<file path="config.mk">
export PLATFORM = sky130hd
export DESIGN_NAME = h264_sps_size_parser_core_flat
export DESIGN_NICKNAME = d
export VERILOG_FILES = /design/src/design/hssp_pkg.sv /design/src/design/hssp_if.sv /design/src/design/hssp_datapath.sv /design/src/design/hssp_ctrl.sv /design/src/design/h264_sps_size_parser_core.sv /design/src/flat_wrapper.sv
export SDC_FILE = /design/constraint.sdc
export NUM_CORES = 1
export LEC_CHECK = 0
export ABC_AREA = 0
export BUFFER_PORTS_ARGS = -buffer_cell sky130_fd_sc_hd__buf_2
export CAP_MARGIN = 10
export CORE_MARGIN = 2
export CORE_UTILIZATION = 45
export DETAILED_ROUTE_END_ITERATION = 10
export PLACE_DENSITY_LB_ADDON = 0.05
export SLEW_MARGIN = 20
export SYNTH_ARGS = -nofsm -noshare
export SYNTH_HDL_FRONTEND = slang
export SYNTH_HIERARCHICAL = 1
export SYNTH_SLANG_ARGS = --single-unit
export TNS_END_PERCENT = 50
</file>
<file path="constraint.sdc">
create_clock -name clock -period 6.8 [get_ports clock]
set_input_delay 0.34 -clock clock [delete_from_list [all_inputs] [get_ports clock]]
set_output_delay 0.34 -clock clock [all_outputs]
set_load 0.05 [all_outputs]
</file>
<file path="src/design/hssp_pkg.sv">
// Package for the SPS size parser: controller states, step codes, command and status structs.
// No dependencies.
package hssp_pkg;

   typedef enum logic [2:0] {
      ST_IDLE,
      ST_BITS,
      ST_FINISH,
      ST_OUT
   } ctrl_state_type;

   localparam logic [4:0] STEP_DONE = 5'd27;

   typedef struct packed {
      logic load_byte;
      logic shift_bit;
      logic finish_step;
      logic clear_all;
   } dp_cmd_type;

   typedef struct packed {
      logic finished;
   } dp_status_type;

   function automatic logic [5:0] step_width(input logic [4:0] s);
      unique case (s)
         5'd0, 5'd1, 5'd2: step_width = 6'd8;
         5'd5, 5'd8, 5'd9, 5'd13, 5'd18, 5'd20, 5'd24, 5'd25, 5'd26:
            step_width = 6'd1;
         default: step_width = 6'd0;
      endcase
   endfunction

   function automatic logic is_high_profile(input logic [7:0] p);
      is_high_profile = (p == 8'd100) || (p == 8'd110) || (p == 8'd122) ||
                        (p == 8'd244) || (p == 8'd44) || (p == 8'd83) ||
                        (p == 8'd86) || (p == 8'd118) || (p == 8'd128) ||
                        (p == 8'd138) || (p == 8'd139) || (p == 8'd134) ||
                        (p == 8'd135);
   endfunction

endpackage

</file>
<file path="src/design/hssp_if.sv">
// Valid/ready channel interface carrying a generic payload.
// Depends on nothing.
interface hssp_if #(parameter int Width = 8) (input logic clock);
   logic             valid;
   logic             ready;
   logic [Width-1:0] payload;
   modport source (output valid, output payload, input ready);
   modport sink   (input valid, input payload, output ready);
endinterface

</file>
<file path="src/design/hssp_datapath.sv">
// Bit reader, emulation-prevention filter and SPS field walker.
// Depends on hssp_pkg.
module hssp_datapath (
   input  logic                   clock,
   input  logic                   reset,
   input  hssp_pkg::dp_cmd_type   cmd,
   input  logic [7:0]             in_byte,
   output hssp_pkg::dp_status_type status,
   output logic                   byte_used,
   output logic [7:0]             profile_out,
   output logic [7:0]             level_out,
   output logic [15:0]            width_out,
   output logic [15:0]            height_out,
   output logic                   long_enough
);
   logic [1:0]  zrun_ff, zrun_in;
   logic [2:0]  seen_ff, seen_in;
   logic [7:0]  sh_ff, sh_in;
   logic [4:0]  step_ff, step_in;
   logic [5:0]  zc_ff, zc_in;
   logic [31:0] fv_ff, fv_in;
   logic [5:0]  left_ff, left_in;
   logic        gact_ff, gact_in, gsuf_ff, gsuf_in;
   logic [7:0]  prof_ff, prof_in, lev_ff, lev_in;
   logic        c444_ff, c444_in;
   logic [31:0] loop_ff, loop_in;
   logic [3:0]  li_ff, li_in;
   logic [7:0]  lsc_ff, lsc_in;
   logic [11:0] wu_ff, wu_in, hu_ff, hu_in;
   logic        fo_ff, fo_in, fin_ff, fin_in;

   logic        bit_b, done, skip;
   logic [31:0] dv, shifted;
   logic [4:0]  nstep;
   logic [7:0]  nsc;
   logic [31:0] delta;
   logic [3:0]  li_nx;

   assign skip      = (seen_ff == 3'd0) || (zrun_ff == 2'd2 && in_byte == 8'd3);
   assign byte_used = !skip;
   assign bit_b     = sh_ff[7];

   always_comb begin
      zrun_in = zrun_ff; seen_in = seen_ff; sh_in = sh_ff; step_in = step_ff;
      zc_in = zc_ff; fv_in = fv_ff; left_in = left_ff; gact_in = gact_ff;
      gsuf_in = gsuf_ff; prof_in = prof_ff; lev_in = lev_ff; c444_in = c444_ff;
      loop_in = loop_ff; li_in = li_ff; lsc_in = lsc_ff; wu_in = wu_ff;
      hu_in = hu_ff; fo_in = fo_ff; fin_in = fin_ff;
      done = 1'b0; dv = '0; nstep = step_ff; nsc = 8'd0; delta = '0;
      li_nx = li_ff + 4'd1; shifted = {fv_ff[30:0], bit_b};

      if (cmd.load_byte) begin
         if (seen_ff != 3'd0) begin
            if (zrun_ff == 2'd2 && in_byte == 8'd3) zrun_in = 2'd0;
            else if (in_byte == 8'd0) zrun_in = (zrun_ff == 2'd2) ? 2'd2 : zrun_ff + 2'd1;
            else zrun_in = 2'd0;
         end
         if (seen_ff < 3'd4) seen_in = seen_ff + 3'd1;
         sh_in = in_byte;
      end else if (cmd.shift_bit && !fin_ff) begin
         sh_in = {sh_ff[6:0], 1'b0};
         if (gact_ff && !gsuf_ff) begin
            if (!bit_b) begin
               zc_in = zc_ff + 6'd1;
               if (zc_ff == 6'd31) done = 1'b1;
            end else if (zc_ff == 6'd0) begin
               done = 1'b1;
            end else begin
               gsuf_in = 1'b1; fv_in = 32'd1; left_in = zc_ff;
            end
         end else begin
            fv_in = shifted; left_in = left_ff - 6'd1;
            if (left_ff == 6'd1) begin
               done = 1'b1; dv = gact_ff ? shifted - 32'd1 : shifted;
            end
         end
      end else if (cmd.finish_step && !fin_ff) begin
         // end of data: remaining bits are zero
         done = 1'b1;
         if (gact_ff && !gsuf_ff) dv = (32'd1 << zc_ff) - 32'd1;
         else if (gact_ff) dv = (fv_ff << left_ff) - 32'd1;
         else dv = fv_ff << left_ff;
      end

      if (done) begin
         unique case (step_ff)
            5'd0: begin prof_in = dv[7:0]; nstep = 5'd1; end
            5'd1: nstep = 5'd2;
            5'd2: begin lev_in = dv[7:0]; nstep = 5'd3; end
            5'd3: nstep = hssp_pkg::is_high_profile(prof_ff) ? 5'd4 : 5'd10;
            5'd4: begin c444_in = (dv == 32'd3); nstep = (dv == 32'd3) ? 5'd5 : 5'd6; end
            5'd5: nstep = 5'd6;
            5'd6: nstep = 5'd7;
            5'd7: nstep = 5'd8;
            5'd8: nstep = 5'd9;
            5'd9: if (dv != 0) begin li_in = 4'd0; nstep = 5'd20; end else nstep = 5'd10;
            5'd20: begin
               if (dv != 0) begin
                  loop_in = (li_ff < 4'd6) ? 32'd16 : 32'd64;
                  lsc_in = 8'd8; nstep = 5'd21;
               end else begin
                  li_in = li_nx;
                  nstep = (li_nx < (c444_ff ? 4'd12 : 4'd8)) ? 5'd20 : 5'd10;
               end
            end
            5'd21: begin
               delta = dv[0] ? ({1'b0, dv[31:1]} + 32'd1) : (32'd0 - {1'b0, dv[31:1]});
               nsc = lsc_ff + delta[7:0];
               if (nsc != 8'd0) lsc_in = nsc;
               loop_in = loop_ff - 32'd1;
               if (loop_ff == 32'd1 || nsc == 8'd0) begin
                  li_in = li_nx;
                  nstep = (li_nx < (c444_ff ? 4'd12 : 4'd8)) ? 5'd20 : 5'd10;
               end
            end
            5'd10: nstep = 5'd11;
            5'd11: nstep = (dv == 0) ? 5'd12 : (dv == 32'd1) ? 5'd13 : 5'd17;
            5'd12: nstep = 5'd17;
            5'd13: nstep = 5'd14;
            5'd14: nstep = 5'd15;
            5'd15: nstep = 5'd16;
            5'd16: begin loop_in = dv; nstep = (dv == 0) ? 5'd17 : 5'd22; end
            5'd22: begin loop_in = loop_ff - 32'd1; if (loop_ff == 32'd1) nstep = 5'd17; end
            5'd17: nstep = 5'd18;
            5'd18: nstep = 5'd19;
            5'd19: begin wu_in = dv[11:0] + 12'd1; nstep = 5'd23; end
            5'd23: begin hu_in = dv[11:0] + 12'd1; nstep = 5'd24; end
            5'd24: begin fo_in = dv[0]; nstep = (dv != 0) ? 5'd26 : 5'd25; end
            5'd25: nstep = 5'd26;
            default: begin fin_in = 1'b1; nstep = hssp_pkg::STEP_DONE; end
         endcase
         // after end of data, loops close at once
         if (cmd.finish_step && nstep != hssp_pkg::STEP_DONE) begin
            if (nstep == 5'd20 || nstep == 5'd21) nstep = 5'd10;
            else if (nstep == 5'd22) nstep = 5'd17;
         end
         step_in = nstep;
         if (nstep != hssp_pkg::STEP_DONE) begin
            fv_in = '0; zc_in = '0; gsuf_in = 1'b0;
            left_in = hssp_pkg::step_width(nstep);
            gact_in = (hssp_pkg::step_width(nstep) == 6'd0);
         end
      end

      if (cmd.clear_all) begin
         zrun_in = '0; seen_in = '0; step_in = '0; zc_in = '0; fv_in = '0;
         left_in = 6'd8; gact_in = 1'b0; gsuf_in = 1'b0; prof_in = '0; lev_in = '0;
         c444_in = 1'b0; loop_in = '0; li_in = '0; lsc_in = 8'd8; wu_in = '0;
         hu_in = '0; fo_in = 1'b0; fin_in = 1'b0;
      end
   end

   always_ff @(posedge clock) begin
      if (reset) begin
         zrun_ff <= '0; seen_ff <= '0; step_ff <= '0; zc_ff <= '0; fv_ff <= '0;
         left_ff <= 6'd8; gact_ff <= 1'b0; gsuf_ff <= 1'b0; prof_ff <= '0;
         lev_ff <= '0; c444_ff <= 1'b0; loop_ff <= '0; li_ff <= '0;
         lsc_ff <= 8'd8; wu_ff <= '0; hu_ff <= '0; fo_ff <= 1'b0; fin_ff <= 1'b0;
         sh_ff <= '0;
      end else begin
         zrun_ff <= zrun_in; seen_ff <= seen_in; step_ff <= step_in; zc_ff <= zc_in;
         fv_ff <= fv_in; left_ff <= left_in; gact_ff <= gact_in; gsuf_ff <= gsuf_in;
         prof_ff <= prof_in; lev_ff <= lev_in; c444_ff <= c444_in; loop_ff <= loop_in;
         li_ff <= li_in; lsc_ff <= lsc_in; wu_ff <= wu_in; hu_ff <= hu_in;
         fo_ff <= fo_in; fin_ff <= fin_in; sh_ff <= sh_in;
      end
   end

   assign status.finished = fin_ff;
   assign long_enough = (seen_ff == 3'd4);
   assign profile_out = prof_ff;
   assign level_out   = lev_ff;
   assign width_out   = {wu_ff, 4'd0};
   assign height_out  = fo_ff ? {hu_ff, 4'd0} : {hu_ff[10:0], 5'd0};
endmodule

</file>
<file path="src/design/hssp_ctrl.sv">
// Controller FSM: sequences byte load, eight bit shifts, end-of-data finish and result.
// Depends on hssp_pkg.
module hssp_ctrl (
   input  logic                    clock,
   input  logic                    reset,
   input  logic                    in_valid,
   input  logic                    in_last,
   input  logic                    byte_used,
   input  logic                    long_enough,
   input  hssp_pkg::dp_status_type status,
   input  logic                    out_free,
   output logic                    in_ready,
   output hssp_pkg::dp_cmd_type    cmd,
   output logic                    emit
);
   hssp_pkg::ctrl_state_type state_ff, state_in;
   logic [2:0] cnt_ff, cnt_in;
   logic       last_ff, last_in;
   logic       accept;

   assign accept = in_valid && in_ready;

   always_comb begin
      state_in = state_ff; cnt_in = cnt_ff; last_in = last_ff;
      unique case (state_ff)
         hssp_pkg::ST_IDLE: if (accept) begin
            last_in = in_last; cnt_in = 3'd0;
            if (byte_used) state_in = hssp_pkg::ST_BITS;
            else if (in_last) state_in = hssp_pkg::ST_FINISH;
         end
         hssp_pkg::ST_BITS: begin
            cnt_in = cnt_ff + 3'd1;
            if (cnt_ff == 3'd7)
               state_in = last_ff ? hssp_pkg::ST_FINISH : hssp_pkg::ST_IDLE;
         end
         hssp_pkg::ST_FINISH:
            if (status.finished || !long_enough) state_in = hssp_pkg::ST_OUT;
         hssp_pkg::ST_OUT: if (out_free) state_in = hssp_pkg::ST_IDLE;
         default: state_in = hssp_pkg::ST_IDLE;
      endcase
   end

   always_comb begin
      cmd = '0; emit = 1'b0;
      in_ready = (state_ff == hssp_pkg::ST_IDLE);
      unique case (state_ff)
         hssp_pkg::ST_IDLE:   cmd.load_byte = accept;
         hssp_pkg::ST_BITS:   cmd.shift_bit = 1'b1;
         hssp_pkg::ST_FINISH: cmd.finish_step = long_enough;
         hssp_pkg::ST_OUT:    if (out_free) begin emit = 1'b1; cmd.clear_all = 1'b1; end
         default: ;
      endcase
   end

   always_ff @(posedge clock) begin
      if (reset) begin
         state_ff <= hssp_pkg::ST_IDLE; cnt_ff <= '0; last_ff <= 1'b0;
      end else begin
         state_ff <= state_in; cnt_ff <= cnt_in; last_ff <= last_in;
      end
   end
endmodule

</file>
<file path="src/design/h264_sps_size_parser_core.sv">
// SPS size parser top level: controller, datapath and a result register.
// Flow: a data byte is accepted and then shifted into the field reader bit by bit; the header
// or a dropped escape byte is only accepted. After the last byte the finish state closes the
// open fields until the walk ends, and the result beat is then handed to the result register.
// A new byte is taken only after the reader has shifted in every bit of the last one.
// Reset: synchronous, active high; clears the controller, the parse state and the result valid flag.
module h264_sps_size_parser_core (
   input logic clock,
   input logic reset,
   hssp_if.sink   req,
   hssp_if.source rsp
);
   hssp_pkg::dp_cmd_type    cmd;
   hssp_pkg::dp_status_type status;
   logic        byte_used, long_enough, emit, out_free;
   logic [7:0]  prof, lev;
   logic [15:0] wid, hgt;
   logic        rsp_valid_ff;
   logic [48:0] rsp_data_ff;

   // result register: free when empty or being drained this cycle
   assign out_free = !rsp_valid_ff || rsp.ready;

   hssp_ctrl u_ctrl (
      .clock(clock), .reset(reset), .in_valid(req.valid), .in_last(req.payload[0]),
      .byte_used(byte_used), .long_enough(long_enough), .status(status),
      .out_free(out_free), .in_ready(req.ready), .cmd(cmd), .emit(emit)
   );

   hssp_datapath u_dp (
      .clock(clock), .reset(reset), .cmd(cmd), .in_byte(req.payload[8:1]),
      .status(status), .byte_used(byte_used), .profile_out(prof), .level_out(lev),
      .width_out(wid), .height_out(hgt), .long_enough(long_enough)
   );

   always_ff @(posedge clock) begin
      if (reset) begin
         rsp_valid_ff <= 1'b0;
      end else if (emit) begin
         rsp_valid_ff <= 1'b1;
      end else if (rsp.ready) begin
         rsp_valid_ff <= 1'b0;
      end
   end

   // zero the payload for short units
   always_ff @(posedge clock) begin
      if (emit) begin
         rsp_data_ff <= long_enough ? {prof, lev, wid, hgt, 1'b1} : 49'd0;
      end
   end

   assign rsp.valid   = rsp_valid_ff;
   assign rsp.payload = rsp_data_ff;
endmodule

</file>
<file path="src/flat_wrapper.sv">
// flat-port wrapper written by rule: the top's interface ports become plain ports
module h264_sps_size_parser_core_flat 
  (clock, reset, req_valid, req_payload, req_ready, rsp_valid, rsp_payload, rsp_ready);
  hssp_if #(.Width(9)) req_i (.clock(clock));
  hssp_if #(.Width(49)) rsp_i (.clock(clock));
  input logic clock;
  input logic reset;
  input wire logic [$bits(req_i.valid)-1:0] req_valid;
  input wire logic [$bits(req_i.payload)-1:0] req_payload;
  output wire logic [$bits(req_i.ready)-1:0] req_ready;
  output wire logic [$bits(rsp_i.valid)-1:0] rsp_valid;
  output wire logic [$bits(rsp_i.payload)-1:0] rsp_payload;
  input wire logic [$bits(rsp_i.ready)-1:0] rsp_ready;
  assign req_i.valid = req_valid;
  assign req_i.payload = req_payload;
  assign req_ready = req_i.ready;
  assign rsp_valid = rsp_i.valid;
  assign rsp_payload = rsp_i.payload;
  assign rsp_i.ready = rsp_ready;
  h264_sps_size_parser_core u_core (.clock(clock), .reset(reset), .req(req_i), .rsp(rsp_i));
endmodule
</file>
==> metrics.md <==
| Metric | Value |
|---|---|
| # setup viols final | `0` |
| Final net count | `2253` |
| P per Cell Area | `318 nW/um^2` |
| CTS Root Cell | `clkbuf_16` |
| Post-synth top area share | `0.185` |
| Status | `completed` |
| Cell taking the most area after synthesis | `dfxtp_1` |
| Slowest cell delay on critical path | `around 0.62 ns` |
| # diodes | `0` |
| Clock buffer depth | `3` |
| Num ports | `64` |
| Asr flop ratio synth | `0` |
| Most frequent cells in the layout | `nor2_1 (245), nand2_1 (216), a21oi_1 (166), dfxtp_1 (156), buf_4 (106)` |
| H-Tree Depth | `1` |
| Clock buffer count from CTS | `26` |
| Max Clk Rate | `0.153 GHz` |
| Worst-Margin Slew | `1.10 ns` |
| Clk Latency, worst-skew pair | `0.56 ns` |
| Dominant synthesized flop cell | `dfxtp_1` |
| Final hold slack | `roughly 0.047 ns` |
| Final wirelength | `64300 um` |
| Synthesized flop and latch total | `207` |
| Post-route cell area | `19000 um^2` |
| Number of vias per cell | `6.40` |
| WL/cell | `23.5 um` |
| Antenna violations before repair | `0` |
| Initial DRC count | `1753` |
| Largest net degree at the start of global routing | `75` |
| Count of input and output buffers | `63` |
| Post-synth EDFFs | `between 40 and 50` |
| Synth cell types | `110` |
| Core box area | `37600 um^2` |
| Worst hold path class | `input pin to flop` |
| Worst rel slew slack | `0.269` |
| Syn. warnings | `6` |
| Leak | `about 7.0 nW` |
| Slew Limit Fails | `0` |
| CTS tree | `built` |
| DR vias | `17500` |
| Number of global-route vias before repair | `16000` |
| GRT Util Overall | `0.320` |
| Mapped Area | `17100 um^2` |
| Layout cells sized above 1 | `0.167` |
| DRT Pass-1 Iters | `5` |
| GRT overflow | `0` |
| Area after DPL | `between 15000 and 20000 um^2` |
| Tmin final | `6.53 ns` |
| # fillers | `3735` |
| Endpoints failing hold | `0` |
| CP max-delay cell | `o41ai_1` |
| Final Skew | `0.0251 ns` |
| Gpl congestion | `between 1 and 1.5` |
| Commonest non-fill, non-tap cell in the layout | `nor2_1` |
| Initial core utilization | `0.455` |
| Startpoint Class | `flop` |
| Post-synthesis sequential area ratio | `0.271` |
| Area contributors post-synth | `dfxtp_1 (18%), edfxtp_1 (8.6%), nor2_1 (5.4%)` |
| Fin crit share | `0.961` |
| Detailed Place HPWL | `48400 um` |
| Crit Path Class | `flop to flop` |
| Die Wd | `199 um` |
| CP max FO | `34` |
| CTS sink cnt | `207` |
| Max_cap viols | `0` |
| Crit end category | `flop` |
| Avg Cell Area, Syn | `7.82 um^2` |
| Postcts setup bufs | `0` |
| First-pass GRT wire length | `approximately 100000 um` |
| Die Span Y | `approximately 200 um` |
| Clock transition at the registers of the reported paths | `roughly 0.060 ns` |
| Final ANT Viol Nets | `0` |
| Req. time, crit path | `7.19 ns` |
| Area Overhead vs Synth | `11.1%` |
| # rows | `71` |
| DRC errors left | `0` |
| Mapped Cells | `2187` |
| Worst-case vdd ir drop | `~190 uV` |
| Data arrival time of the critical path | `6.93 ns` |
| Die area | `39600 um^2` |
| Crit-path cells | `buf_4, or2_2, a211oi_1, or4_1, nand2b_1, and3_1, o311a_1, nor2_1, a21oi_1, nor2_1, xnor2_1, ha_1, o41ai_1, xor2_1, xnor2_1, nor4b_2, nor3_2, a21oi_1, o221ai_1, or3b_1, o41ai_1` |
[per-stage QoR]
step / utilization / total power [mW] / cells / setup WS [ns] / TNS [ns]
2_1_floorplan: - / 3.58 / 2194 / 0.235 / 0
3_3_place_gp: 0.482 / 4.54 / 2690 / 0.189 / 0
3_5_place_dp: 0.482 / 4.54 / 2690 / 0.234 / 0
4_1_cts: 0.505 / 5.98 / 2738 / 0.162 / 0
5_1_grt: 0.506 / 6.33 / 2738 / -0.0524 / -0.0661
6_report: 0.506 / 6.04 / 2738 / 0.267 / 0
[flip-flops by register name (all words and copies together) (netlist names), 2 cells and up]
register and count:
u_core/rsp.payload 49, u_core/u_dp/fv_ff 32, u_core/u_dp/loop_ff 32, u_core/u_dp/hu_ff 12, u_core/u_dp/wu_ff 12, u_core/u_dp/level_out 8, u_core/u_dp/lsc_ff 8, u_core/u_dp/profile_out 8
u_core/u_dp/sh_ff 8, u_core/u_dp/left_ff 6, u_core/u_dp/zc_ff 6, u_core/u_dp/step_ff 5, u_core/u_dp/li_ff 4, u_core/u_ctrl/cnt_ff 3, u_core/u_dp/seen_ff 3, u_core/u_ctrl/state_ff 2
u_core/u_dp/zrun_ff 2
[worst paths after layout]
path,start,end,slack [ns],cells past startpoint
max,u_core/u_dp/left_ff[1],u_core/u_dp/left_ff[3],0.27,21
min,req_payload[5],u_core/u_dp/sh_ff[4],0.05,3
max reg2reg,u_core/u_dp/left_ff[1],u_core/u_dp/left_ff[3],0.27,21
min reg2reg,u_core/u_dp/wu_ff[11],u_core/u_dp/wu_ff[11],0.45,2
[power by group]
part           total, mW  internal [mW]  switching [mW]
Clock               1.41          0.821           0.593
Combinational       3.22           1.08            2.14
Sequential          1.40           1.32          0.0856
[area by class of cell]
class                           instances  area, um^2  area share
Clock buffer                           33         708      0.0373
Clock inverter                         15         156     0.00823
Inverter                               38         143     0.00751
Multi-Input combinational cell       1762       11600       0.609
Sequential cell                       207        4640       0.244
Tap cell                              511         639      0.0336
Timing Repair Buffer                  172        1150      0.0607
[what timing repair did]
item                                    CTS  global route
gates resized for setup                   0            10
hold buffers                              0             0
endpoints found under the setup margin    0            16
[per-layer routing]
layer  vias to the layer above  wire [um]  GRT usage  share of wire
li1                       8174          -          -              -
met1                      8451      26300      0.398           0.41
met2                       726      30000      0.535           0.47
met3                       178       4540     0.0529          0.071
met4                         0       3510      0.160          0.055
met5                         -          0          0              0
[worst max-delay path: cells and delay by family (launching register included)]
family                   cells  cell delay (ns)
adder cells (fa/ha/maj)      1             0.21
flip-flops                   1             0.44
buffers and inverters        1             0.41
AND/OR/NAND/NOR              9             2.61
XOR/XNOR                     3             0.49
AO/OA/AOI/OAI                7             2.18
[synth_stat cells, types with 35 or more instances]
master,instances
nor2_1,246
nand2_1,216
a21oi_1,166
dfxtp_1,158
clkbuf_1,138
o21ai_0,103
nor3_1,68
nand3_1,61
edfxtp_1,49
xnor2_1,46
a22oi_1,44
and2_1,44
mux2_2,40
a211oi_1,38
mux2i_1,36
nand2b_1,36
inv_1,35
[cell families after synthesis]
logic type,after synthesis,share of synthesized area
compound gates,619,0.244
flops,207,0.271
mux,110,0.0902
other cells,1,0.000219
fa+ha+maj,33,0.0246
buf+inv,225,0.0578
xor+xnor,77,0.0394
simple gates,915,0.273
Note: power is estimated with default switching activity, not from simulation.
